--- config.mk ---
export PLATFORM = sky130hd
export DESIGN_NAME = tlpm_ctrl
export DESIGN_NICKNAME = d
export VERILOG_FILES = /design/src/tlpm_pkg.sv /design/src/tlpm_ctrl.sv
export SDC_FILE = /design/constraint.sdc
export NUM_CORES = 1
export LEC_CHECK = 0
export BUFFER_PORTS_ARGS = -buffer_cell sky130_fd_sc_hd__buf_2
export CAP_MARGIN = 15
export CORE_MARGIN = 3
export CORE_UTILIZATION = 35
export CTS_CLUSTER_SIZE = 8
export DETAILED_ROUTE_END_ITERATION = 10
export PLACE_DENSITY = 0.64
export SYNTH_ARGS = -nofsm -noshare
export SYNTH_HDL_FRONTEND = slang
export SYNTH_SLANG_ARGS = --single-unit
--- constraint.sdc ---
create_clock -name clock -period 2.7 [get_ports clock]
set_clock_uncertainty 0.1 [all_clocks]
set_input_delay 0.27 -clock clock [delete_from_list [all_inputs] [get_ports clock]]
set_output_delay 0.27 -clock clock [all_outputs]
set_load 0.02 [all_outputs]
--- src/tlpm_pkg.sv ---
// ----------------------------------------------------------------------------
// tlpm_pkg
// shared types and constants of the trie longest prefix match unit
// ----------------------------------------------------------------------------
package tlpm_pkg;

   localparam int TABLE_DEPTH = 65536;
   localparam int ADDR_W      = $clog2(TABLE_DEPTH);
   localparam int MAX_KEY_LEN = 255;
   localparam int POS_W       = $clog2(MAX_KEY_LEN + 1);
   localparam int BASE_W      = 32;
   localparam int CHECK_W     = 16;
   localparam int VALUE_W     = 31;
   localparam int LEN_W       = 8;
   localparam int LEN_MAX     = 255;

   // request function codes
   localparam logic FUNC_WRITE = 1'b0;
   localparam logic FUNC_KEY   = 1'b1;

   typedef struct packed {
      logic                     func;
      logic [15:0]              entry_index;
      logic signed [BASE_W-1:0] entry_base;
      logic [CHECK_W-1:0]       entry_check;
      logic [7:0]               key_byte;
      logic                     key_last;
   } req_type;

   typedef struct packed {
      logic               found;
      logic [LEN_W-1:0]   match_len;
      logic [VALUE_W-1:0] match_value;
      logic               key_overflow;
   } rsp_type;

   typedef enum logic [3:0] {
      ST_IDLE,
      ST_WRITE,
      ST_LOAD_ROOT,
      ST_GOT_ROOT,
      ST_DECIDE,
      ST_GOT_NODE,
      ST_GOT_TRANS,
      ST_FINISH,
      ST_GOT_FINAL,
      ST_RESPOND
   } state_type;

   typedef enum logic [1:0] {
      ADDR_ROOT,
      ADDR_NODE,
      ADDR_TRANS
   } addr_sel_type;

   typedef struct packed {
      logic         capture;
      logic         mem_write;
      logic         rd_en;
      addr_sel_type addr_sel;
      logic         load_root;
      logic         mark_overflow;
      logic         advance;
      logic         kill;
      logic         term_test;
      logic         follow;
      logic         respond;
   } cmd_type;

   typedef struct packed {
      logic key_started;
      logic key_last;
      logic walk_dead;
      logic pos_full;
      logic node_ok;
      logic trans_ok;
   } status_type;

endpackage

--- src/tlpm_ctrl.sv ---
// ----------------------------------------------------------------------------
// tlpm_ctrl
// sequencer for table writes and the per-byte trie walk
// ----------------------------------------------------------------------------
module tlpm_ctrl (
   input  logic                clock,
   input  logic                reset,
   input  logic                start,
   input  logic                req_func,
   input  tlpm_pkg::status_type status,
   output tlpm_pkg::cmd_type    cmd,
   output logic                busy
);
   import tlpm_pkg::*;

   state_type state_ff;
   state_type state_in;

   always_ff @(posedge clock) begin
      if (reset) begin
         state_ff <= ST_IDLE;
      end else begin
         state_ff <= state_in;
      end
   end

   always_comb begin
      state_in = state_ff;
      cmd      = '0;
      cmd.addr_sel = ADDR_ROOT;
      busy     = 1'b1;
      case (state_ff)
         ST_IDLE: begin
            busy = 1'b0;
            if (start) begin
               cmd.capture = 1'b1;
               if (req_func == FUNC_WRITE) begin
                  state_in = ST_WRITE;
               end else if (status.key_started) begin
                  state_in = ST_DECIDE;
               end else begin
                  state_in = ST_LOAD_ROOT;
               end
            end
         end
         ST_WRITE: begin
            cmd.mem_write = 1'b1;
            state_in      = ST_IDLE;
         end
         ST_LOAD_ROOT: begin
            cmd.rd_en    = 1'b1;
            cmd.addr_sel = ADDR_ROOT;
            state_in     = ST_GOT_ROOT;
         end
         ST_GOT_ROOT: begin
            cmd.load_root = 1'b1;
            state_in      = ST_DECIDE;
         end
         ST_DECIDE: begin
            if (status.pos_full) begin
               cmd.mark_overflow = 1'b1;
               state_in          = ST_FINISH;
            end else if (status.walk_dead) begin
               cmd.advance = 1'b1;
               state_in    = ST_FINISH;
            end else if (!status.node_ok) begin
               cmd.kill    = 1'b1;
               cmd.advance = 1'b1;
               state_in    = ST_FINISH;
            end else begin
               cmd.rd_en    = 1'b1;
               cmd.addr_sel = ADDR_NODE;
               state_in     = ST_GOT_NODE;
            end
         end
         ST_GOT_NODE: begin
            cmd.term_test = 1'b1;
            if (status.trans_ok) begin
               cmd.rd_en    = 1'b1;
               cmd.addr_sel = ADDR_TRANS;
               state_in     = ST_GOT_TRANS;
            end else begin
               cmd.kill    = 1'b1;
               cmd.advance = 1'b1;
               state_in    = ST_FINISH;
            end
         end
         ST_GOT_TRANS: begin
            cmd.follow  = 1'b1;
            cmd.advance = 1'b1;
            state_in    = ST_FINISH;
         end
         ST_FINISH: begin
            if (!status.key_last) begin
               state_in = ST_IDLE;
            end else if (!status.walk_dead && status.node_ok) begin
               cmd.rd_en    = 1'b1;
               cmd.addr_sel = ADDR_NODE;
               state_in     = ST_GOT_FINAL;
            end else begin
               state_in = ST_RESPOND;
            end
         end
         ST_GOT_FINAL: begin
            cmd.term_test = 1'b1;
            state_in      = ST_RESPOND;
         end
         ST_RESPOND: begin
            cmd.respond = 1'b1;
            state_in    = ST_IDLE;
         end
         default: begin
            state_in = ST_IDLE;
         end
      endcase
   end

endmodule

==> reports/qor.yml <==
fin_tns_setup_ns: 0
route.detailed.wl_per_inst_um: 11.83
cts_root_buf: "clkbuf_4"
cts_tree: "yes"
synth_cells: 66
syn_nets: 76
multi_input_area_um2: 377.9
synth_seq_area_share_pct: 15.65
worstPathArrival_ns: 1.73
synth_common_cells: "and3_1 (4), buf_6 (4), dfxtp_1 (4), nor2_1 (4), nor3_1 (4)"
clk_pin_slew_ns: 0.04
crit_path_start_kind: "register"
grt_start_max_net_pins: 22
synth_top_area_share_pct: 15.65
leakage_nw: 0.2931
fillers: 138
peakVddDrop_mv: 0.1647
hold_viol: 0
holdCritPathClass: "input port to register"
cap_violations: 0
dr.pass1.iters: 4
post_drt_via_cell_ratio: 5.307
yosysUniqueCellTypes: 35
hpwl_um: 885.1
synth_top_family_by_area: "simple AND/OR/NAND/NOR gates"
ys.flop_type: "dfxtp_1"
dr.first_iter.drc_count: 13
tightest_slew_ns: 0.6180
synth_xor_area_share_pct: 0
syn2layout_area_growth_pct: 19.80
fmax_mhz: 476.8
grt_usage_pct: 13.41
dieArea_um2: 1957
netlist_area_um2: 511.7
reg_top3: "state_ff (4)"
worstSetupPathType: "register to output pin"
clock_latency_ns: 0.23
cp.required_ns: 2.33
rsz0062_at_grt: "no"
reg2reg_from: "state_ff[0]"
grt_pass1_vias: 475
start_util_pct: 38.37
nets: 98
gp_congestion: 0.7616
cts.sinks: 4
cts_made_buffers: 3
synth_mux_area_share_pct: 1.956
seqCellArea_um2: 80.08
synth_edf_count: 0
cts_repair_resize_count: 0
min-delay-start: "status[4]"
htree_levels: 1
slew_headroom_pct: 58.74
ys_async_sr_fraction_pct: 0
ios: 23
crit_path_max_fanout: 21
setup_violations: 0
largest_register_ffs: 4
vias: 536
die_h_um: 44.24
postCtsHoldBufs: 0
synthAdderAreaFrac_pct: 0
top_register: "state_ff"
drive_above_1_share_pct: 34.88
synth_warnings: 0
port_buffers: 22
power_density_nw_per_um2: 370.9
startpoint: "state_ff[1]"
avgSynthCellArea_um2: 7.754
clock_path_buffers: 2
synth_compound_area_share_pct: 24.69
synth_area_leader_cell: "dfxtp_1"
grt_pass1_wl_mm: 1.994
maxSlewViolCount: 0
whs_ns: 0.2272
yosys-top-cells-area: "dfxtp_1 (16%), buf_6 (8.8%), and3_1 (4.9%)"
synth-seq-cells: 4
core_um2: 1334
die_w_um: 44.24
num_rows: 13
postRouteAntennaNets: 0
antenna_found_initial: 0
drt_wl_total_mm: 1.195
n_antenna_cell: 0
yosys.area_share.simple_pct: 47.19
status: "finished, final reports clean"
grt.overflow.total: 0
post_cts_buffers: 0
cp-end-kind: "output pin"
period_minus_slack_ns: 2.097
fin_crit_sh_pct: 77.68
drcViolationCount: 0
utilization_pct: 45.97
-- critical path: stages, from the launching register on --
cell and delay (ns):
dfxtp_1 0.71, nor2b_1 0.29, nor2_1 0.06, a311oi_1 0.23, buf_2 0.20
-- final cells by class --
class	count	share of cell area, %
Clock buffer	3	3.673
Inverter	1	0.6122
Multi-Input combinational cell	56	61.63
Sequential cell	4	13.06
Tap cell	15	3.061
Timing Repair Buffer	22	17.96
-- cell families (layout without fill, tap and decap cells) --
kind of cell | Yosys count | in the layout
flip-flops | 4 | 4
AND/OR/NAND/NOR | 39 | 39
buffers and inverters | 6 | 26
multiplexers | 1 | 1
AO/OA/AOI/OAI | 16 | 16
-- path summary, 6_finish.rpt --
kind,to,slack (ns),cells after the start
setup / recovery,cmd[9],0.60,4
hold / removal,state_ff[3],0.23,3
setup reg to reg,state_ff[2],1.17,3
hold reg to reg,state_ff[3],0.61,2
-- layout by cell type, fill, tap and decap left out, types with 2 or more instances in the layout --
cell type  synthesis  routed
buf_2              1      22
and3_1             4       4
nor3_1             4       4
nor2_1             4       4
dfxtp_1            4       4
nor2b_1            3       3
nand2_1            3       3
nand2b_1           3       3
clkbuf_4           0       3
and2b_1            2       2
and2_1             2       2
nor2_2             2       2
o21ai_1            2       2
nand3b_1           2       2
nor3b_1            2       2
o21bai_1           2       2
a31oi_1            2       2
nand3_1            2       2
a21oi_1            2       2
-- per-stage QoR --
stage	worst slack [ns]	cell area (um2)	std cells	power, mW
floorplan	1.007	511.7	66	0.1363
global placement	0.8825	590.6	98	0.1545
detailed placement	0.8558	590.6	98	0.1542
CTS	0.6024	613.1	101	0.2308
global route	0.4058	613.1	101	0.2455
finish	0.6026	613.1	101	0.2274
-- routing by layer --
layer | global-route usage (%) | wire (um) | vias up
met3 | 5.285 | 99 | 0
met2 | 22.38 | 511 | 21
met1 | 16.59 | 583 | 227
li1 | - | - | 288
met5 | 0 | 0 | -
met4 | 1.807 | 0 | 0
-- report_power, final --
group | switching, mW | internal, mW | leakage, nW
registers | 0.0145 | 0.0628 | 0.0326
logic | 0.0424 | 0.0335 | 0.247
clock network | 0.0246 | 0.0497 | 0.0138
(Power assumes the default switching activity.)
